File: src/rtl/core/tte_pkg.sv
// Shared types, constants and helper function of the two-tap echo block.
package tte_pkg;

	localparam int SAMPLE_BITS = 16;
	localparam int GAIN_BITS   = 16;
	localparam int DELAY_BITS  = 12;
	localparam int CFG_BITS    = 16;
	localparam int TAP_W       = 18;
	localparam int PROD_W      = 36;
	localparam int SUM_W       = 20;

	localparam logic [GAIN_BITS:0]  GAIN_ONE = 17'd32768;
	localparam logic signed [PROD_W-1:0] HALF_LSB = 36'sd16384;
	localparam logic signed [SUM_W-1:0] SAMPLE_MAX = 20'sd32767;
	localparam logic signed [SUM_W-1:0] SAMPLE_MIN = -20'sd32768;

	typedef enum logic {
		CFG_ECHO_GAIN    = 1'b0,
		CFG_DELAY_FRAMES = 1'b1
	} cfg_index_t;

	typedef enum logic [4:0] {
		ST_IDLE  = 5'b00001,
		ST_TAP1  = 5'b00010,
		ST_TAP2A = 5'b00100,
		ST_TAP2B = 5'b01000,
		ST_SUM   = 5'b10000
	} state_t;

	typedef enum logic {
		MUL_HIST = 1'b0,
		MUL_TAP  = 1'b1
	} mul_sel_t;

	typedef struct packed {
		logic     accept;
		logic     rd_p2;
		logic     mul_en;
		mul_sel_t mul_sel;
		logic     cap_t1;
		logic     load_out;
	} cmd_t;

	// floor((v + 2^14) / 2^15)
	function automatic logic signed [TAP_W-1:0] round_q15(input logic signed [PROD_W-1:0] v);
		logic signed [PROD_W-1:0] s;
		s = v + HALF_LSB;
		return s[TAP_W+14:15];
	endfunction

endpackage

File: src/rtl/core/tte_ctrl.sv
// Sequencer for one frame: history reads, tap multiplies, sum and output register.
module tte_ctrl (
	input  logic          clk,
	input  logic          arst_n,
	input  logic          in_valid,
	output logic          in_ready,
	output logic          out_valid,
	input  logic          out_ready,
	output tte_pkg::cmd_t cmd
);

	tte_pkg::state_t state_q, state_d;
	logic            out_valid_q;

	always_comb begin
		state_d      = state_q;
		in_ready     = 1'b0;
		cmd          = '0;
		cmd.mul_sel  = tte_pkg::MUL_HIST;
		case (state_q)
			tte_pkg::ST_IDLE: begin
				in_ready   = 1'b1;
				cmd.accept = in_valid;
				if (in_valid) begin
					state_d = tte_pkg::ST_TAP1;
				end
			end
			tte_pkg::ST_TAP1: begin
				cmd.rd_p2  = 1'b1;
				cmd.mul_en = 1'b1;
				state_d    = tte_pkg::ST_TAP2A;
			end
			tte_pkg::ST_TAP2A: begin
				cmd.cap_t1 = 1'b1;
				cmd.mul_en = 1'b1;
				state_d    = tte_pkg::ST_TAP2B;
			end
			tte_pkg::ST_TAP2B: begin
				cmd.mul_sel = tte_pkg::MUL_TAP;
				cmd.mul_en  = 1'b1;
				state_d     = tte_pkg::ST_SUM;
			end
			tte_pkg::ST_SUM: begin
				if (!out_valid_q || out_ready) begin
					cmd.load_out = 1'b1;
					state_d      = tte_pkg::ST_IDLE;
				end
			end
			default: begin
				state_d = tte_pkg::ST_IDLE;
			end
		endcase
	end

	always_ff @(posedge clk or negedge arst_n) begin
		if (!arst_n) begin
			state_q     <= tte_pkg::ST_IDLE;
			out_valid_q <= 1'b0;
		end else begin
			state_q <= state_d;
			if (cmd.load_out) begin
				out_valid_q <= 1'b1;
			end else if (out_ready) begin
				out_valid_q <= 1'b0;
			end
		end
	end

	assign out_valid = out_valid_q;

endmodule

File: config.mk
export PLATFORM = sky130hd
export DESIGN_NAME = tte_ctrl
export DESIGN_NICKNAME = d
export VERILOG_FILES = /design/src/rtl/core/tte_pkg.sv /design/src/rtl/core/tte_ctrl.sv
export SDC_FILE = /design/constraint.sdc
export NUM_CORES = 1
export LEC_CHECK = 0
export ABC_AREA = 1
export BUFFER_PORTS_ARGS = -buffer_cell sky130_fd_sc_hd__buf_4
export CAP_MARGIN = 30
export CORE_AREA = 3 3 40 42
export CTS_BUF_LIST = sky130_fd_sc_hd__clkbuf_16
export CTS_CLUSTER_SIZE = 14
export DETAILED_ROUTE_END_ITERATION = 10
export DIE_AREA = 0 0 43 45
export GPL_TIMING_DRIVEN = 0
export PLACE_DENSITY_LB_ADDON = 0.2
export REMOVE_ABC_BUFFERS = 1
export SLEW_MARGIN = 30
export SYNTH_ARGS = -nofsm -noshare
export SYNTH_HDL_FRONTEND = slang
export SYNTH_SLANG_ARGS = --single-unit
File: constraint.sdc
create_clock -name clk -period 3.6 [get_ports clk]
set_input_delay 0.72 -clock clk [delete_from_list [all_inputs] [get_ports clk]]
set_output_delay 0.72 -clock clk [all_outputs]
set_load 0.05 [all_outputs]
==> impl_metrics.tcl, run 1 <==
set metrics [dict create \
    busiest_layer "met2" \
    clock_tree.buffer_depth 2 \
    wl_per_cell_um 8.08 \
    cts.repair.resized 0 \
    synth.yosys.warnings 0 \
    critPathMostFrequentCell "buf_4" \
    placement.cell_area_um2 449 \
    first_pass_iters 2 \
    total_leakage_power_uw 0.000331 \
    fin_skew_ns 0.00437 \
    fin_nets 66 \
    min_period_over_period 0.619 \
    gr-usage-met2 0.126 \
    syn2layout_area_growth_pct 48.6 \
    pwr_density_cell_nw_per_um2 1070 \
    dpl.hpwl_um 500 \
    final_period_minus_worst_setup_slack_ns 2.23 \
    finalSetupTns_ns 0 \
    wirelength_um 614 \
    num_rows 13 \
    grt_first_pass_wirelength_mm 1.04 \
    antenna_violations_before_repair 0 \
    drv_cap 0 \
    grt_pass1_vias 278 \
    fill_cells 136 \
    initial_util 0.277 \
    criticalPathCategory "input port to output port" \
    kind_of_start_point_of_the_critical_path "input port" \
    floorplan.die_area_um2 1940 \
    timing_hold_violations_final 0 \
    grt_start_max_net_pins 7 \
    cts_buffers 3 \
    reg2reg_setup_slack_ns 2.45 \
    path_buf_inv 2 \
    sequential_to_total_area_share_from_yosys_stat 0.426 \
    clock_root_buffer "clkbuf_16" \
    synth_cell_types 14 \
    crit_chain "buf_4, or2_1, nor2_2, nor3_1, buf_4" \
    die-width_um 43 \
    worst_slew_pin_slew_ns 0.156 \
    global_route.usage.total 0.0787 \
    synthesized_instance_count 47 \
    port_buffers 11 \
    final_max_slew_viol_count 0 \
    first_iter_violations 7 \
    avgSynthCellArea_um2 7.56 \
    crit_arrival_ns 1.51 \
    dpl.cell_count 72 \
    setup.worst_path.end_class "output port" \
    numClockSinks 6 \
    drive_gt1_frac 0.377 \
    path_clk_slew_ns 0.04 \
    status "completed" \
    grt_use_met1 0.0711 \
    maxSlewHeadroom 0.895 \
    setup_viol 0 \
    num_vias 300 \
    route.detailed.drc 0 \
    cts-htree-levels 1 \
    via_per_inst 3.95 \
    seq_area_um2 151 \
    insertion_delay_ns 0.23 \
    grt_overflow 0 \
    cts_hold_buffers 0 \
    die_h_um 45 \
    fp.coreArea_um2 1280 \
    gr-usage-met3 0.0438 \
    stdcell_count 76 \
    ant_nets 0 \
    place.gp.congestion 0.692 \
    multiInputGateArea_um2 144 \
    min-delay-path-class "input port to asynchronous set/reset pin" \
    grt_setup_unrepaired "no" \
    crit_path_top_delay_cell "or2_1" \
    cts_tree "yes" \
    timing.critical_path.fanout_max 4 \
    layout.cell_area.non_filler_um2 528 \
    synth.ff_latch_count 6 \
    vdd.ir_drop.worst_mv 0.391 \
    ios 12 \
    cts_setup_buffers 0 \
    syn_area_um2 355 \
    antennaDiodeCount 0 \
    clock.fmax_mhz 448 \
    totalPowerFinal_uw 564 \
    slowest_delay_ns 0.27 \
    crit_family "simple AND/OR/NAND/NOR gates" \
    critical_path_required_ns 2.88 \
]
==> worst register-to-register path: stages (launching register included) <==
cell     delay, ns
dfstp_2       0.54
inv_1         0.05
nor2_2        0.08
nand3_2       0.13
nor2_4        0.14
nor2_1        0.05
nand2_1       0.05
nand2_1       0.05
==> power by group <==
| group | internal, uW | switching, uW | leakage, uW |
|---|---|---|---|
| clock | 144 | 37.5 | 0.0000423 |
| sequential | 91.0 | 17.7 | 0.0000785 |
| combinational | 82.2 | 191 | 0.000210 |
==> through the flow <==
stage	hold slack, ns	worst slack, ns	util
floorplan	0.424	0.880	-
global placement	0.531	1.36	0.350
detailed placement	0.530	1.36	0.350
CTS	0.287	1.36	0.411
global route	0.286	1.31	0.411
finish	0.287	1.37	0.411
==> Yosys cell counts, drive strengths merged <==
| master | number | area, um2 |
|---|---|---|
| buf | 1 | 7.51 |
| dfrtp | 5 | 125 |
| dfstp | 1 | 26.3 |
| inv | 14 | 52.6 |
| nand2 | 5 | 18.8 |
| nand3 | 6 | 40.0 |
| nor2 | 11 | 63.8 |
| nor3 | 2 | 10.0 |
| o21ai | 1 | 5.00 |
| or2 | 1 | 6.26 |
==> placed cells by master (no fill, tap or decap) <==
cell type / netlist / layout
buf_4: 1 / 11
clkbuf_16: 0 / 3
dfrtp_1: 5 / 5
dfstp_2: 1 / 1
inv_1: 13 / 14
inv_2: 1 / 1
nand2_1: 5 / 5
nand3_1: 4 / 4
nand3_2: 2 / 2
nor2_1: 6 / 6
nor2_2: 3 / 3
nor2_4: 2 / 2
nor3_1: 2 / 2
o21ai_0: 1 / 1
or2_1: 1 / 1
==> worst paths after layout <==
kind                       depth (start not counted)              startpoint                      to
setup / recovery                                   5               out_ready                  cmd[5]
hold / removal                                     1                  arst_n   out_valid$_DFFE_PN0P_
setup reg to reg                                   7  state_q[0]$_DFFE_PN1P_  state_q[0]$_DFFE_PN1P_
hold reg to reg                                    2  state_q[4]$_DFFE_PN0P_   out_valid$_DFFE_PN0P_
max in group asynchronous                          1                  arst_n  state_q[0]$_DFFE_PN1P_
min in group clk                                   2  state_q[4]$_DFFE_PN0P_   out_valid$_DFFE_PN0P_
==> area by class of cell <==
class	instances	area share
flip-flops and latches	6	0.287
multi-input cells	26	0.273
repair buffers	11	0.156
clock buffers	3	0.142
inverters	14	0.0995
well taps	15	0.0355
clock inverters	1	0.00711
==> per-layer routing <==
layer	wire length (um)	share of wire
met1	267	0.43
met2	257	0.42
met3	63	0.10
met4	26	0.042
met5	0	0
==> registers in the layout (all words and copies together) (netlist names) <==
name and flops:
state_q 5, out_valid 1
==> cell families (layout without fill, tap and decap cells) <==
| group | Yosys count | in the layout | share of synthesized area |
|---|---|---|---|
| buffers and inverters | 15 | 29 | 0.169 |
| DFF | 6 | 6 | 0.426 |
| AOI/OAI and AO/OA | 1 | 1 | 0.0141 |
| and+or+nand+nor | 25 | 25 | 0.391 |
Power figures use the tool's default switching activity.
==> inputs of run 2 (changes only) <==
- clock period: 3.6 -> 1.85 ns (I/O delays scaled with it)
==> run 2 against run 1 <==
- clock power up 96%
- combinational power up 120%
- wire length up 7.2%
- register-to-register slack worse by 1.9 ns
- critical path depth up 1
- largest power group unchanged
- clock skew about the same
- first-iteration DRC count down 29%
- clock-buffer cell count unchanged
- setup slack worse by 1.3 ns
- global-route usage up 0.17 points
==> impl_metrics.tcl, run 2 (synthesis gave the netlist of run 1 again) <==
set metrics [dict create \
    finalSetupTns_ns 0 \
    antenna_violations_before_repair 0 \
    ios 12 \
    clock_root_buffer "clkbuf_16" \
    maxSlewHeadroom 0.895 \
    wl_per_cell_um 8.33 \
    min_period_over_period 0.966 \
    fp.coreArea_um2 1280 \
    ant_nets 0 \
    hold_critical_path_depth 3 \
    setup.worst_path.end_class "output port" \
    wirelength_um 658 \
    cts-htree-levels 1 \
    route.detailed.drc 0 \
    fin_skew_ns 0.00480 \
    place.gp.congestion 0.692 \
    dpl.hpwl_um 500 \
    drive_gt1_frac 0.406 \
    grt_pass1_vias 284 \
    grt_start_max_net_pins 7 \
    dpl.cell_count 72 \
    clock.fmax_mhz 560 \
    drv_cap 0 \
    hold-path-endpoint "state_q[1]$_DFFE_PN0P_" \
    floorplan.die_area_um2 1940 \
    global_route.usage.total 0.0804 \
    antennaDiodeCount 0 \
    first_pass_iters 4 \
    grt_first_pass_wirelength_mm 1.07 \
    critical_path_required_ns 1.48 \
    totalPowerFinal_uw 1160 \
    numClockSinks 6 \
    crit_arrival_ns 1.42 \
    r2r-start "state_q[0]$_DFFE_PN1P_" \
    timing.critical_path.fanout_max 5 \
    initial_util 0.277 \
    setup_viol 0 \
    insertion_delay_ns 0.23 \
    timing_hold_violations_final 0 \
    num_vias 316 \
    worst_r2r_endpoint "state_q[0]$_DFFE_PN1P_" \
    num_rows 13 \
    reg2reg_setup_slack_ns 0.55 \
    clock_tree.buffer_depth 2 \
    largest_reg_flops 5 \
    first_iter_violations 5 \
    startpoint_of_the_lowest_slack_hold_path "in_valid" \
    vdd.ir_drop.worst_mv 0.810 \
    stdcell_count 79 \
    total_leakage_power_uw 0.000351 \
    grt_setup_unrepaired "no" \
    min-delay-path-class "input port to flop" \
    layout_commonest_cell "inv_1" \
    die_h_um 45 \
    kind_of_start_point_of_the_critical_path "flop" \
    worst-r2r-cell-count 8 \
    cts_tree "yes" \
    cts_buffers 3 \
    criticalPathCategory "flop to output port" \
    pwr_density_cell_nw_per_um2 2040 \
    largest-register "state_q" \
    syn2layout_area_growth_pct 60.2 \
    path_clk_slew_ns 0.03 \
    status "completed" \
    final_cell_mix "14 x inv_1, 12 x buf_4, 6 x nor2_1, 5 x nand2_1, 5 x dfrtp_1" \
    fin_nets 69 \
    worst_slew_pin_slew_ns 0.158 \
    die-width_um 43 \
    final_max_slew_viol_count 0 \
    grt_overflow 0 \
    final_period_minus_worst_setup_slack_ns 1.79 \
    via_per_inst 4.00 \
    port_buffers 11 \
]
run 2: worst max path at each step:
stage	startpoint	to	slack [ns]	depth (start not counted)
final	state_q[0]$_DFFE_PN1P_	cmd[5]	0.06	6
after global routing	state_q[0]$_DFFE_PN1P_	cmd[5]	0.0002	6
after CTS	state_q[0]$_DFFE_PN1P_	cmd[5]	0.01	5
after detailed placement	state_q[0]$_DFFE_PN1P_	cmd[5]	0.25	5
after global placement	state_q[0]$_DFFE_PN1P_	cmd[5]	0.24	5
after floorplan	out_valid$_DFFE_PN0P_	cmd[5]	-0.45	4
run 2: area by class of cell:
type / instances / area [um2]
fill: 129 / 716
clock inverter: 1 / 3.75
timing repair buffer: 14 / 111
sequential: 6 / 151
clock buffer: 3 / 75.1
multi-input combinational: 26 / 156
inverter: 14 / 52.6
tap: 15 / 18.8
run 2: power by group:
| part | switching, uW | internal [uW] | leakage [uW] | total (uW) |
|---|---|---|---|---|
| logic | 395 | 202 | 0.000230 | 597 |
| registers | 34.4 | 177 | 0.0000785 | 211 |
| clock network | 73.9 | 280 | 0.0000423 | 354 |
run 2: per-stage QoR:
stage	hold WS, ns	setup WS (ns)	cell area (um2)	utilization
finish	0.437	0.0627	569	0.443
global route	0.468	0.000242	569	0.443
CTS	0.367	0.0104	543	0.423
detailed placement	0.180	0.245	449	0.350
global placement	0.181	0.244	449	0.350
floorplan	0.0744	-0.448	348	-
run 2: per-layer routing:
layer	vias up	track usage	part of all wire
met4	0	0.0723	0.032
met1	134	0.0760	0.43
met3	2	0.0438	0.097
met2	10	0.126	0.44
li1	170	-	-
met5	-	0	0
run 2: critical path, cell delays in order, from the launching register on:
cell and delay, ns:
dfstp_2 0.54, inv_1 0.05, nor2_2 0.12, nand3_4 0.12
nor2_4 0.16, nor3_2 0.06, buf_6 0.15
run 2: what timing repair did:
action | in CTS | in global routing
hold endpoints to repair | 5 | 0
setup buffers | 0 | 2
hold buffers | 1 | 0
pin swaps | 0 | 2
setup endpoints to repair | 1 | 1
resized for setup | 1 | 2
==> inputs of run 3 (changes only) <==
- PLACE_DENSITY: not set -> 0.53
- PLACE_DENSITY_LB_ADDON: 0.2 -> not set
==> run 3 against run 2 <==
- register-to-register slack improved by 0.11 ns
- fmax grew 0.66%
- core utilization fell by 1.2 points
- sequential share of layout area rose by 0.72 points
- cell count down 2.5%
- clock-buffer cell count is the same
- via count down 2.8%
- global-route usage is 0.34 points higher
- hold slack worse by 0.069 ns
- critical path depth stayed put
- clock power barely moved
- setup slack gained 0.012 ns
- largest power group unchanged
==> impl_metrics.tcl, run 3 (synthesis gave the netlist of run 1 again) <==
set metrics [dict create \
    fp.coreArea_um2 1280 \
    num_rows 13 \
    timing_hold_violations_final 0 \
    wirelength_um 630 \
    internal_power_uw 637 \
    global_route.usage.total 0.0838 \
    final_period_minus_worst_setup_slack_ns 1.78 \
    fill_cells 133 \
    pwr_density_cell_nw_per_um2 2050 \
    dpl.cell_count 72 \
    fin_nets 67 \
    criticalPathCategory "flop to output port" \
    largest-register "state_q" \
    cts_tree "yes" \
    min_period_over_period 0.960 \
    net-switching-power_uw 498 \
    vdd.ir_drop.worst_mv 0.627 \
    port_buffers 11 \
    crit_chain "inv_1, nor2_2, nand3_4, nor2_4, nor3_2, buf_6" \
    clock.fmax_mhz 563 \
    antennaDiodeCount 0 \
    final_cell_mix "14 x inv_1, 10 x buf_4, 6 x nor2_1, 5 x nand2_1, 5 x dfrtp_1" \
    crit_path_top_delay_cell "dfstp_2" \
    via_per_inst 3.99 \
    totalPowerFinal_uw 1140 \
    power_frac_seq 0.187 \
    floorplan.die_area_um2 1940 \
    ios 12 \
    crit_arrival_ns 1.41 \
    setup_viol 0 \
    route.detailed.drc 0 \
    initial_util 0.277 \
    syn2layout_area_growth_pct 56.0 \
    grt_pass1_vias 269 \
    hold_slack_ns 0.368 \
    largest_reg_flops 5 \
    drive_gt1_frac 0.387 \
    kind_of_start_point_of_the_critical_path "flop" \
    num_vias 307 \
    insertion_delay_ns 0.23 \
    wl_per_cell_um 8.18 \
    antenna_violations_before_repair 0 \
    cts_buffers 3 \
    die_h_um 45 \
    drv_cap 0 \
    swShare 0.439 \
    dpl.hpwl_um 504 \
    path_buf_inv 2 \
    path_clk_slew_ns 0.03 \
    clockPowerShare 0.309 \
    grt_first_pass_wirelength_mm 1.13 \
    ant_nets 0 \
    placement.cell_area_um2 449 \
    timing.critical_path.fanout_max 5 \
    cts-htree-levels 1 \
    grt_overflow 0 \
    die-width_um 43 \
    cts_setup_buffers 0 \
    final_max_slew_viol_count 0 \
    min-delay-path-class "input port to flop" \
    stdcell_count 77 \
    multiInputGateArea_um2 156 \
    setup.worst_path.end_class "output port" \
    first_iter_violations 2 \
    worst_slew_pin_slew_ns 0.171 \
    finalSetupTns_ns 0 \
    seq_area_um2 151 \
    grt_start_max_net_pins 7 \
    grt_setup_unrepaired "no" \
    layout_commonest_cell "inv_1" \
    clock_tree.buffer_depth 2 \
    fin_skew_ns 0.00122 \
    layout.cell_area.non_filler_um2 554 \
    numClockSinks 6 \
    total_leakage_power_uw 0.000341 \
    clock_root_buffer "clkbuf_16" \
    power_frac_comb 0.504 \
    place.gp.congestion 0.678 \
    maxSlewHeadroom 0.886 \
    slowest_delay_ns 0.54 \
    crit_family "flip-flops" \
    critical_path_required_ns 1.48 \
    status "completed" \
    first_pass_iters 4 \
]
[run 3: cell count changes in the layout (fill, tap and decap cells not counted)]
cell | before | now
buf_4 | 12 | 10
[run 3: worst paths after layout]
kind                                        start                      to  slack, ns  cells past startpoint
min                                      in_valid  state_q[0]$_DFFE_PN1P_       0.37                      4
max                        state_q[0]$_DFFE_PN1P_                  cmd[5]       0.07                      6
min in group asynchronous                  arst_n  state_q[2]$_DFFE_PN0P_       0.49                      2
max in group asynchronous                  arst_n  state_q[0]$_DFFE_PN1P_       1.16                      2
min reg2reg                state_q[4]$_DFFE_PN0P_   out_valid$_DFFE_PN0P_       0.60                      2
max reg2reg                state_q[0]$_DFFE_PN1P_  state_q[0]$_DFFE_PN1P_       0.66                      7
[run 3: layout make-up]
class,instances,area share
clock buffer,3,0.135
clock inverter,1,0.00677
inverter,14,0.0948
multi-input combinational,26,0.282
sequential,6,0.273
tap,15,0.0339
timing repair buffer,12,0.174
[run 3: per-stage QoR]
stage                     setup slack [ns]   util
after detailed placement             0.223  0.350
after floorplan                     -0.448      -
after global routing                0.0122  0.431
final                               0.0744  0.431
after CTS                          0.00766  0.426
after global placement               0.240  0.350
[run 3: power by group through the flow]
stage	Sequential [uW]	Combinational (uW)	Clock, uW
floorplan	213	406	0
global placement	212	537	0
detailed placement	213	538	0
CTS	211	564	358
global route	218	617	363
finish	212	572	351
[run 3: what timing repair did]
item                                   CTS  global route
gates resized for setup                  2             1
cloned                                   0             0
setup endpoints to repair                1             1
pin swaps                                0             1
hold buffers                             1             0
endpoints found under the hold margin    5             0
[run 3: routing by layer]
layer	track usage	routed length, um	up-vias
met4	0.0904	18	0
met1	0.103	289	126
li1	-	-	167
met2	0.111	273	12
met3	0.0239	49	2
met5	0	0	-
[run 3: tightest hold or removal path, cell delays in order]
cell	delay (ns)
buf_4	0.09
nor2_4	0.04
inv_1	0.04
nand2_1	0.04
